### config.mk
export PLATFORM = sky130hd
export DESIGN_NAME = fvn_ease
export DESIGN_NICKNAME = d
export VERILOG_FILES = /design/src/fvn_pkg.sv /design/src/fvn_ease.sv
export SDC_FILE = /design/constraint.sdc
export NUM_CORES = 2
export LEC_CHECK = 0
export ABC_AREA = 0
export BUFFER_PORTS_ARGS = -buffer_cell sky130_fd_sc_hd__buf_2
export CAP_MARGIN = 15
export CELL_PAD_IN_SITES_DETAIL_PLACEMENT = 0
export CELL_PAD_IN_SITES_GLOBAL_PLACEMENT = 1
export CORE_ASPECT_RATIO = 0.7
export CORE_MARGIN = 2
export CORE_UTILIZATION = 50
export CTS_BUF_LIST = sky130_fd_sc_hd__clkbuf_8
export DETAILED_ROUTE_END_ITERATION = 6
export GPL_TIMING_DRIVEN = 0
export PLACE_DENSITY = 0.91
export SKIP_CTS_REPAIR_TIMING = 1
export SLEW_MARGIN = 20
export SYNTH_ARGS = -nofsm -noshare
export SYNTH_HDL_FRONTEND = slang
export SYNTH_SLANG_ARGS = --single-unit
### constraint.sdc
create_clock -name clk -period 10.27 [get_ports clk]
set_clock_uncertainty 0.15 [all_clocks]
set_input_delay 1.5405 -clock clk [delete_from_list [all_inputs] [get_ports clk]]
set_output_delay 1.5405 -clock clk [all_outputs]
set_load 0.01 [all_outputs]
### src/fvn_pkg.sv
package fvn_pkg;

    // hash mix constants
    localparam logic [31:0] HASH_MUL_X = 32'h27d4eb2f;
    localparam logic [31:0] HASH_MUL_Y = 32'h165667b1;
    localparam logic [31:0] HASH_MIX_A = 32'h85ebca6b;
    localparam logic [31:0] HASH_MIX_B = 32'hc2b2ae35;

    // seed of octave o is kind * SEED_MUL + 1 + o * SEED_OCTAVE_STEP
    localparam logic [12:0] SEED_MUL         = 13'd7919;
    localparam logic [31:0] SEED_OCTAVE_STEP = 32'd101;

    localparam logic [15:0] NOISE_SCALE_RESET = 16'd11796;

    // smoothstep numerator term 3 * 2^16, and one in Q1.16
    localparam logic [17:0] EASE_THREE = 18'd196608;
    localparam logic [16:0] ONE_Q16    = 17'd65536;

    // variant thresholds on the octave sum in units of 2^-56
    localparam logic [57:0] VAR_THR_1 = 58'd3 << 54;
    localparam logic [57:0] VAR_THR_2 = 58'd6 << 54;
    localparam logic [57:0] VAR_THR_3 = 58'd9 << 54;

    typedef enum logic [1:0] {
        VAR_PLAIN  = 2'd0,
        VAR_HFLIP  = 2'd1,
        VAR_VFLIP  = 2'd2,
        VAR_HVFLIP = 2'd3
    } variant_t;

endpackage

### src/fvn_ease.sv
module fvn_ease (
    input  logic        clk,
    input  logic        en,
    input  logic [15:0] t,
    output logic [15:0] s
);
    import fvn_pkg::*;

    logic [31:0] tt_reg;
    logic [17:0] w_reg;
    logic [49:0] prod_reg;
    logic [15:0] s_reg;
    logic [49:0] prod_next;

    assign prod_next = 50'(tt_reg) * 50'(w_reg);

    // t*t and 3 - 2t, then the product, then the truncated result
    always_ff @(posedge clk)
    begin
        if (en)
        begin
            tt_reg   <= 32'(t) * 32'(t);
            w_reg    <= EASE_THREE - {1'b0, t, 1'b0};
            prod_reg <= prod_next;
            s_reg    <= prod_reg[47:32];
        end
    end

    assign s = s_reg;

endmodule

* Yosys cells after proc, flatten, opt, wreduce, memory -nomap -nowiden
Cells that the tools add are included.
Word-level totals: memories 0, ROM bits 0, latch bits 0, flip-flop bits (word level) 114, word-level logic and storage cells 7, memory bits (writable) 0, input port bits 18, output and inout bits 16
Cells by class: divide/modulo/power cells 0, bitwise gates (word level) 0, $lt $le $gt $ge 0, eq/ne operators 0, reduce and logical (&&, ||, !) cells 0, multiplexer cells 0, shifts and indexed selects 0, add/subtract/negate cells 1, multiply operators 2
Operator list (count):
- 32-bit by 18-bit multiplier with 48-bit output | 1
- 16-bit by 16-bit multiplier with 32-bit output | 1
- 18-bit by 17-bit subtractor with 18-bit output, first input constant | 1

* Logic depth before layout (Yosys ltp)
depth in word-level cells 1, gate-level depth with buffers 26, gate-level depth less buffers 24

* Least setup slack after synthesis
No wires, ideal clock.
path kind input to register, start input port t[5], end register tt_reg[31], data pin, slack 2.705 ns, required time 9.860 ns, cell stages on the path 24, setup time 0.260 ns, arrival time 7.155 ns, path buffers 2, path through clkbuf_1 -> clkbuf_1 -> nand2_1 -> inv_1 -> fa_1 -> inv_1 -> fa_1 -> inv_1 -> fa_1 -> inv_1 -> fa_1 -> fa_1 -> fa_1 -> inv_1 -> ha_1 -> and3_4 -> a221oi_1 -> o21ai_1 -> or3_1 -> o21ai_2 -> o21ai_2 -> a221o_1 -> a21oi_1 -> xnor2_1
On the way: word-level cells in the longest chain between the ends 1
RTL lines:
- from (decl) | RTL line fvn_ease.sv:4 | input logic [15:0] t,
- 16-bit by 16-bit multiplier with 32-bit output | RTL line fvn_ease.sv:22 | tt_reg <= 32'(t) * 32'(t);
- to (signal assigned) | RTL line fvn_ease.sv:22
- to (decl) | RTL line fvn_ease.sv:9 | logic [31:0] tt_reg;
Every way passes these cells. A chain may end at the register's enable or synchronous reset.

* Worst setup path after layout
start input port t[6], end register tt_reg[31], data pin
Same word-level chain as after synthesis.

==> results.yml <==
clock_network:
  clock_path_buffers: 2
  clock-sinks: 79
  htreeDepth: 3
  path_clk_slew_ns: 0.10
  clk-insertion-delay-late_ns: 0.40
  numCtsBuffers: 9
  cts_root_buf: "clkbuf_8"
  cts_tree: "built"
yosys:
  ys_async_sr_fraction_pct: 0
  synth_enable_flop_cells: 79
  ys_types: 57
  yosysSeqAreaShare_pct: 9.17
  synth_cells: 2731
  synth_warnings: 0
  ys_ff_latch: 79
  avgSynthCellArea_um2: 9.48
  syn_area_um2: 25900
  syn-num-nets: 3590
  ys.flop_type: "edfxtp_1"
cells_and_area:
  area_growth_pct: 4.80
  drive_gt1_share_pct: 2.59
  largest_register_ffs: 31
  instances_no_fill: 3455
  finalCoreUtilization_pct: 53.2
  n_fill_cell: 4538
  nNetsFinal: 3633
  final_common_cell: "inv_1"
  seqCellArea_um2: 2370
  multi_input_area_um2: 20400
  final_cell_mix: "inv_1 (725), fa_1 (595), nand2_1 (348)"
hold_path:
  hold_path_startpoint: "prod_reg[43]"
  hold_path.class: "reg2reg"
  hold_depth: 0
  holdPathEnd: "s[11]"
sta:
  worst_slack_ns: 1.75
  tightest_slew_ns: 1.08
  final.period_utilization_pct: 83.0
  setup_viol: 0
  final_hold_viol_count: 0
  rsz0062_at_grt: "no"
  slew_violations: 0
  clock.fmax_mhz: 117
  max_slew_margin_pct: 27.9
  min_period_ns: 8.52
  setup_tns_ns: 0
worst_setup_path:
  critPathKind: "in2reg"
  arrival_ns: 8.52
  rr_worst_depth: 21
  r2r_end: "prod_reg[42]"
  critPathCaptureType: "flop"
  reg2reg_slack_ns: 1.98
  cp.required_ns: 10.27
  crit_buf_inv: 6
  startpoint: "t[6]"
  crit_chain: "buf_2 > clkbuf_1 > clkbuf_1 > nand2_1 > fa_1 > inv_1 > fa_1 > fa_1 > fa_1 > inv_1 > fa_1 > fa_1 > inv_1 > ha_1 > a21o_1 > a21oi_1 > o21ai_1 > or3_1 > o21ai_2 > o21ai_2 > a221o_1 > a21oi_1 > xnor2_1"
  cp_common_cell: "fa_1"
  crit_family: "adder cells"
  cp_slowest_cell: "clkbuf_1"
  r2r_start: "w_reg[3]"
  start_kind: "input pin"
  cp_max_fo: 10
  cp_slowest_stage_delay_ns: 0.66
die:
  die-area_um2: 53600
  die_y_um: 194
  start_util_pct: 50.8
  die_w_um: 276
  fp-row-count: 69
  coreArea_um2: 50900
  num_io_pins: 34
global_routing:
  grt_max_degree: 64
  grt.busiest_layer: "met1"
  grt_pass1_vias: 20429
  track_usage_pct: 29.0
  antenna_found_initial: 6
  grt_pass1_wl_mm: 116
  globalRouteOverflowTotal: 0
  grt_use_met2_pct: 40.3
  grt_use_met3_pct: 12.4
  gr-usage-met1_pct: 42.1
status:
  status: "complete, but fails checks"
  violations: "design-rule violations"
routing:
  routedWlPerCell_um: 21.1
  drt_wl_total_mm: 72.8
  ant_nets: 0
  firstDrtPassIters: 7
  drc_errors: 6
  vias: 18488
  routed_via_density: 5.35
  drt_iter0_markers: 1553
place:
  io_buffers: 30
  place_congestion: 1.03
  preCtsSetupSlack_ns: 1.53
  dp_hpwl_mm: 62.4
  place_inst: 3437
run:
  maxCapViolCount: 0
==> cell usage after synthesis, drive strengths merged (7+ instances only) <==
cell,instances,area share [%]
a21o,29,0.85
nand2,348,5.0
inv,725,11
and3,11,0.31
fa,595,46
ha,246,12
edfxtp,79,9.2
o21bai,7,0.20
xnor2,54,1.8
nand3,7,0.14
xor2,15,0.51
clkbuf,103,1.5
o21ai,25,0.51
and2,292,7.1
nor2,59,0.87
nor3,11,0.21
a21oi,52,1.0
==> area by class of cell <==
cell class                      count  area share (%)
Multi-Input combinational cell   1819            75.2
Inverter                          730            10.1
Sequential cell                    79            8.75
Tap cell                          674            3.11
Buffer                            103            1.43
Timing Repair Buffer               32           0.692
Clock buffer                        9           0.457
Clock inverter                      7           0.277
Antenna cell                        2          0.0185
==> worst max path at each step <==
stage / end / slack [ns] / cells after the start
3_5_place_dp: tt_reg[31] / 1.53 / 23
2_1_floorplan: tt_reg[31] / 2.70 / 24
3_3_place_gp: tt_reg[31] / 1.58 / 23
4_1_cts: tt_reg[31] / 1.96 / 23
5_1_grt: tt_reg[31] / 1.52 / 23
6_report: tt_reg[31] / 1.75 / 23
==> metal layers <==
layer	up-vias	wire length, µm
met2	936	29500
met3	117	10600
met1	9354	31200
li1	8075	-
met5	-	39
met4	6	1520
==> metrics by stage <==
step	cell area, µm²	hold slack, ns
floorplan	25900	0.250
global placement	26900	0.252
detailed placement	26900	0.255
CTS	27100	0.280
global route	27100	0.289
finish	27100	0.279
==> cell families after synthesis <==
logic type | Yosys count | share of synthesized area [%]
compound gates | 153 | 4.15
buf+inv | 833 | 12.1
fa+ha+maj | 841 | 57.9
simple gates | 755 | 14.3
flops | 79 | 9.17
xor+xnor | 69 | 2.34
mux | 1 | 0.0435
Power is left out: the tool's default activity adds up to more than one toggle a clock period on the data nets, which glitch-free logic cannot reach.
