[config.mk]
export PLATFORM = sky130hd
export DESIGN_NAME = fvn_corner_hash
export DESIGN_NICKNAME = d
export VERILOG_FILES = /design/src/fvn_pkg.sv /design/src/fvn_corner_hash.sv
export SDC_FILE = /design/constraint.sdc
export NUM_CORES = 2
export LEC_CHECK = 0
export BUFFER_PORTS_ARGS = -buffer_cell sky130_fd_sc_hd__buf_4
export CAP_MARGIN = 30
export CORE_MARGIN = 4
export CORE_UTILIZATION = 30
export CTS_CLUSTER_SIZE = 12
export DETAILED_ROUTE_END_ITERATION = 10
export GPL_TIMING_DRIVEN = 0
export PLACE_DENSITY = 0.5
export SYNTH_ARGS = -nofsm -noshare
export SYNTH_HDL_FRONTEND = slang
export SYNTH_SLANG_ARGS = --single-unit
[constraint.sdc]
create_clock -name clk -period 8.15 [get_ports clk]
set_input_delay 0.4075 -clock clk [delete_from_list [all_inputs] [get_ports clk]]
set_output_delay 0.4075 -clock clk [all_outputs]
set_load 0.01 [all_outputs]
[src/fvn_pkg.sv]
package fvn_pkg;

    // hash mix constants
    localparam logic [31:0] HASH_MUL_X = 32'h27d4eb2f;
    localparam logic [31:0] HASH_MUL_Y = 32'h165667b1;
    localparam logic [31:0] HASH_MIX_A = 32'h85ebca6b;
    localparam logic [31:0] HASH_MIX_B = 32'hc2b2ae35;

    // seed of octave o is kind * SEED_MUL + 1 + o * SEED_OCTAVE_STEP
    localparam logic [12:0] SEED_MUL         = 13'd7919;
    localparam logic [31:0] SEED_OCTAVE_STEP = 32'd101;

    localparam logic [15:0] NOISE_SCALE_RESET = 16'd11796;

    // smoothstep numerator term 3 * 2^16, and one in Q1.16
    localparam logic [17:0] EASE_THREE = 18'd196608;
    localparam logic [16:0] ONE_Q16    = 17'd65536;

    // variant thresholds on the octave sum in units of 2^-56
    localparam logic [57:0] VAR_THR_1 = 58'd3 << 54;
    localparam logic [57:0] VAR_THR_2 = 58'd6 << 54;
    localparam logic [57:0] VAR_THR_3 = 58'd9 << 54;

    typedef enum logic [1:0] {
        VAR_PLAIN  = 2'd0,
        VAR_HFLIP  = 2'd1,
        VAR_VFLIP  = 2'd2,
        VAR_HVFLIP = 2'd3
    } variant_t;

endpackage

[src/fvn_corner_hash.sv]
module fvn_corner_hash (
    input  logic        clk,
    input  logic        en,
    input  logic [31:0] x,
    input  logic [31:0] y,
    input  logic [31:0] seed,
    output logic [23:0] value
);
    import fvn_pkg::*;

    logic [31:0] mx_reg, my_reg, seed_reg;
    logic [31:0] m1_reg, m2_reg;
    logic [31:0] h0, a0, b0;

    always_comb
    begin
        h0 = seed_reg ^ mx_reg ^ my_reg;
        a0 = h0 ^ (h0 >> 15);
        b0 = m1_reg ^ (m1_reg >> 13);
    end

    // three stages of truncated multiplies: x and y, then mix A, then mix B
    always_ff @(posedge clk)
    begin
        if (en)
        begin
            mx_reg   <= x * HASH_MUL_X;
            my_reg   <= y * HASH_MUL_Y;
            seed_reg <= seed;
            m1_reg   <= a0 * HASH_MIX_A;
            m2_reg   <= b0 * HASH_MIX_B;
        end
    end

    // low 24 bits of h ^ (h >> 16)
    assign value = m2_reg[23:0] ^ {8'd0, m2_reg[31:16]};

endmodule

Word-level counts from Yosys, hierarchy flattened. Index checks and enable logic that the tools add are counted.

Multiply operators: 4. Bitwise logic cells: 5.

Operators by type and width (count): $xor 32x32->32 (2); $mul 32x29->32 const B (1); $mul 32x30->32 const B (1); $mul 32x31->32 const B (1); $mul 32x32->32 const B (1); $xor 32x17->32 (1); $xor 32x19->32 (1); $xor 24x16->24 (1).

Register bits after elaboration: 160. Bits of input ports: 98. Output and inout bits: 24. Word-level logic and storage cells: 14.

Logic depth before layout (Yosys ltp).
Depth in word-level cells: 4. Mapped depth: 28.

Worst setup path after synthesis. OpenSTA, ideal clock, no wires.

Path kind: reg2reg. Start point: register mx_reg[20]. End point: register m1_reg[30], data pin. Arrival: 6.870 ns. Required time: 7.893 ns. Setup slack: 1.023 ns. Cell stages (with the launch flop): 24. Clock period less this slack: 7.127 ns. Path through: edfxtp_1 > xor2_1 > xnor2_1 > xnor2_1 > inv_1 > fa_1 > fa_1 > fa_1 > inv_1 > ha_1 > inv_1 > fa_1 > fa_1 > fa_1 > fa_1 > inv_1 > ha_1 > a21o_1 > a221o_1 > a31oi_1 > nand2_1 > a211o_1 > a21o_1 > xor2_1.

Cells in the longest elaborated chain, start to end: 4.

Ends and longest elaborated chain: from (decl) (line fvn_corner_hash.sv:11) `logic [31:0] mx_reg, my_reg, seed_reg;`; from (signal assigned) (line fvn_corner_hash.sv:27) `mx_reg <= x * HASH_MUL_X;`; $xor 32x32->32 (2 in series) (line fvn_corner_hash.sv:17) `h0 = seed_reg ^ mx_reg ^ my_reg;`; $xor 32x17->32 (line fvn_corner_hash.sv:18) `a0 = h0 ^ (h0 >> 15);`; $mul 32x32->32 (line fvn_corner_hash.sv:30) `m1_reg <= a0 * HASH_MIX_A;`; to (signal assigned) (line fvn_corner_hash.sv:30); to (decl) (line fvn_corner_hash.sv:12) `logic [31:0] m1_reg, m2_reg;`.

No other way between the ends. A chain may end at the register's enable or synchronous reset.

Worst setup path after layout.
Start point: register seed_reg[16]. End point: register m1_reg[30], data pin.

Cells in the longest elaborated chain, start to end: 4.

Ends and longest elaborated chain: from (decl) (line fvn_corner_hash.sv:11); from (signal assigned) (line fvn_corner_hash.sv:29) `seed_reg <= seed;`; $xor 32x32->32 (2 in series) (line fvn_corner_hash.sv:17); $xor 32x17->32 (line fvn_corner_hash.sv:18); $mul 32x32->32 (line fvn_corner_hash.sv:30).

No other way between the ends.

==> flow_metrics.tcl <==
set metrics [dict create \
    grt_overflow_total 0 \
    numCtsBuffers 17 \
    synth_top_family_by_area "adder cells" \
    yosysMostFrequentCell "inv_1" \
    synth.avg_cell_area_um2 10.7 \
    fin_util_pct 33.3 \
    clkSinkCount 160 \
    ys_ff_latch 160 \
    endpoint_kind "flip-flop" \
    status "finished clean" \
    met1_length_mm 47.1 \
    final.period_utilization_pct 97.5 \
    worstSetupPathType "reg -> reg" \
    syn-num-nets 5506 \
    slew_violations 0 \
    cp-start-kind "flip-flop" \
    fin_skew_ns 0.0217 \
    maxSlewHeadroom_pct 38.6 \
    num_vias 25000 \
    timing.rr.start "seed_reg[16]" \
    die_area_mm2 0.144 \
    ys_top_cells_by_area "fa_1, ha_1, inv_1" \
    cts_max_level 4 \
    hold_end "seed_reg[28]" \
    ys_seq_area_share_pct 11.6 \
    slowest_stage "fa_1" \
    syn_inst 3840 \
    synthSimpleGateAreaFrac_pct 2.24 \
    drt-total-wl_mm 102 \
    rsz0062_at_grt "true" \
    antenna_cells 0 \
    viasPerCell 4.32 \
    synthesis.area_mm2 0.0413 \
    area_growth_pct 9.87 \
    clock_latency_ns 0.51 \
    finalWeightedCongestion 0.893 \
    synthFlopType "edfxtp_1" \
    synthDistinctLibCells 65 \
    cts_root_buf "clkbuf_16" \
    cts_max_path_buffers 2 \
    die_h_um 379 \
    synth_commonest_cells "inv_1, fa_1, ha_1, xnor2_1, edfxtp_1" \
    place_hpwl_mm 93.4 \
    async_reset_ff_share_pct 0 \
    first_global_vias 27800 \
    crit_arrival_ns 8.20 \
    initial_core_util_pct 30.3 \
    track_usage_pct 15.0 \
    max_clock_freq_mhz 126 \
    yosysWarnings 0 \
    synth_edf_count 160 \
    ios 122 \
    dr.pass1.iters 4 \
    wl_met3_mm 2.43 \
    critical_path.max_stage_delay_ns 0.52 \
    portBuffers 121 \
    holdWs_ns 0.0733 \
    cts_tree "yes" \
    min-delay-start "seed[28]" \
    path_clk_slew_ns 0.08 \
    required_ns 8.40 \
    grt_pass1_wl_mm 162 \
    synth_compound_area_share_pct 4.26 \
    max_slew.worst_pin.slew_ns 0.920 \
    min_period_ns 7.95 \
    cap_violations 0 \
    dieWidth_um 379 \
    drive_gt1_share_pct 5.47 \
    synth_top_area_share_pct 39.6 \
    post_drt_wl_per_cell_um 17.6 \
    top_layer "met4" \
    synthMuxAreaShare_pct 0 \
    regToRegEndpoint "m1_reg[30]" \
    synthAdderAreaFrac_pct 62.4 \
    wl_met2_mm 50.5 \
    ant_nets 0 \
    yosysTopAreaCell "fa_1" \
    hold_viol 0 \
    finalSetupViolCount 0 \
    antenna_found_initial 0 \
    fp-row-count 135 \
    drt_iter0_markers 989 \
    nFillCells 13900 \
    synthXorXnorAreaFrac_pct 7.42 \
    core_mm2 0.136 \
    drc 0 \
    crit_fanout 6 \
    hold_depth 1 \
    fin_nets 5659 \
    ff2ff_setup_slack_ns 0.20 \
    grt_max_degree 114 \
    r2r_cells 28 \
    hp-class "in -> reg" \
]
layer usage:
metal  vias up  GRT usage [%]
li1      11900              -
met1     12700           20.4
met2       269           25.9
met3        74           1.58
met4         0           3.29
met5         -              0
cells by family after synthesis:
family          Yosys count
compound gates          260
buf+inv                1314
simple gates            190
flops                   160
fa+ha+maj              1568
xor+xnor                348
what timing repair did:
action | 4_1_cts | 5_1_grt
hold buffers | 0 | 0
pin swaps | 1 | 2
setup buffers | 2 | 3
gates resized for setup | 13 | 9
endpoints found under the hold margin | 0 | 0
setup endpoints to repair | 10 | 5
gates cloned | 0 | 0
metrics by stage:
step / instances / setup TNS (ns) / instance area (um2) / setup slack [ns]
after floorplan: 3840 / 0 / 41300 / 1.02
after global placement: 5742 / -2.09 / 44400 / -0.642
after detailed placement: 5750 / -2.35 / 44500 / -0.646
after CTS: 5784 / 0 / 45200 / 0.0240
after global routing: 5787 / -0.102 / 45300 / -0.102
final: 5787 / 0 / 45300 / 0.202
worst max-delay path: cells and delay by family (launching register included):
family,cells,cell delay [ns]
adders and majority gates,9,3.46
AOI/OAI and AO/OA,6,1.53
xor gates and xnor gates,5,1.05
DFF,1,0.48
buffers and inverters,6,0.67
and+or+nand+nor,2,0.48
cell type report:
class | count | area [um2] | share of cell area [%]
Buffer | 10 | 67.6 | 0.149
Clock buffer | 17 | 425 | 0.938
Clock inverter | 15 | 204 | 0.450
Inverter | 1304 | 4890 | 10.8
Multi-Input combinational cell | 2366 | 31700 | 69.9
Sequential cell | 160 | 4800 | 10.6
Tap cell | 1781 | 2230 | 4.92
Timing Repair Buffer | 134 | 1030 | 2.28
cell usage in the layout (no fill, tap or decap), types with 39 or more instances in the layout:
cell type  count
a21o_1        43
a21oi_1       73
buf_4        140
edfxtp_1     160
fa_1         817
ha_1         751
inv_1       1304
nor2_1        67
o21ai_0       39
xnor2_1      227
xor2_1        99
worst max path at each step:
stage | start | endpoint | slack [ns] | depth (start not counted)
4_1_cts | seed_reg[4] | m1_reg[30] | 0.02 | 23
5_1_grt | seed_reg[16] | m1_reg[30] | -0.10 | 28
2_1_floorplan | mx_reg[20] | m1_reg[30] | 1.02 | 23
6_report | seed_reg[16] | m1_reg[30] | 0.20 | 28
3_5_place_dp | m1_reg[21] | m2_reg[31] | -0.65 | 26
3_3_place_gp | m1_reg[21] | m2_reg[31] | -0.64 | 26
Power is not shown: default switching activity piles up to over one toggle a cycle in this logic, so the estimate is an artifact.
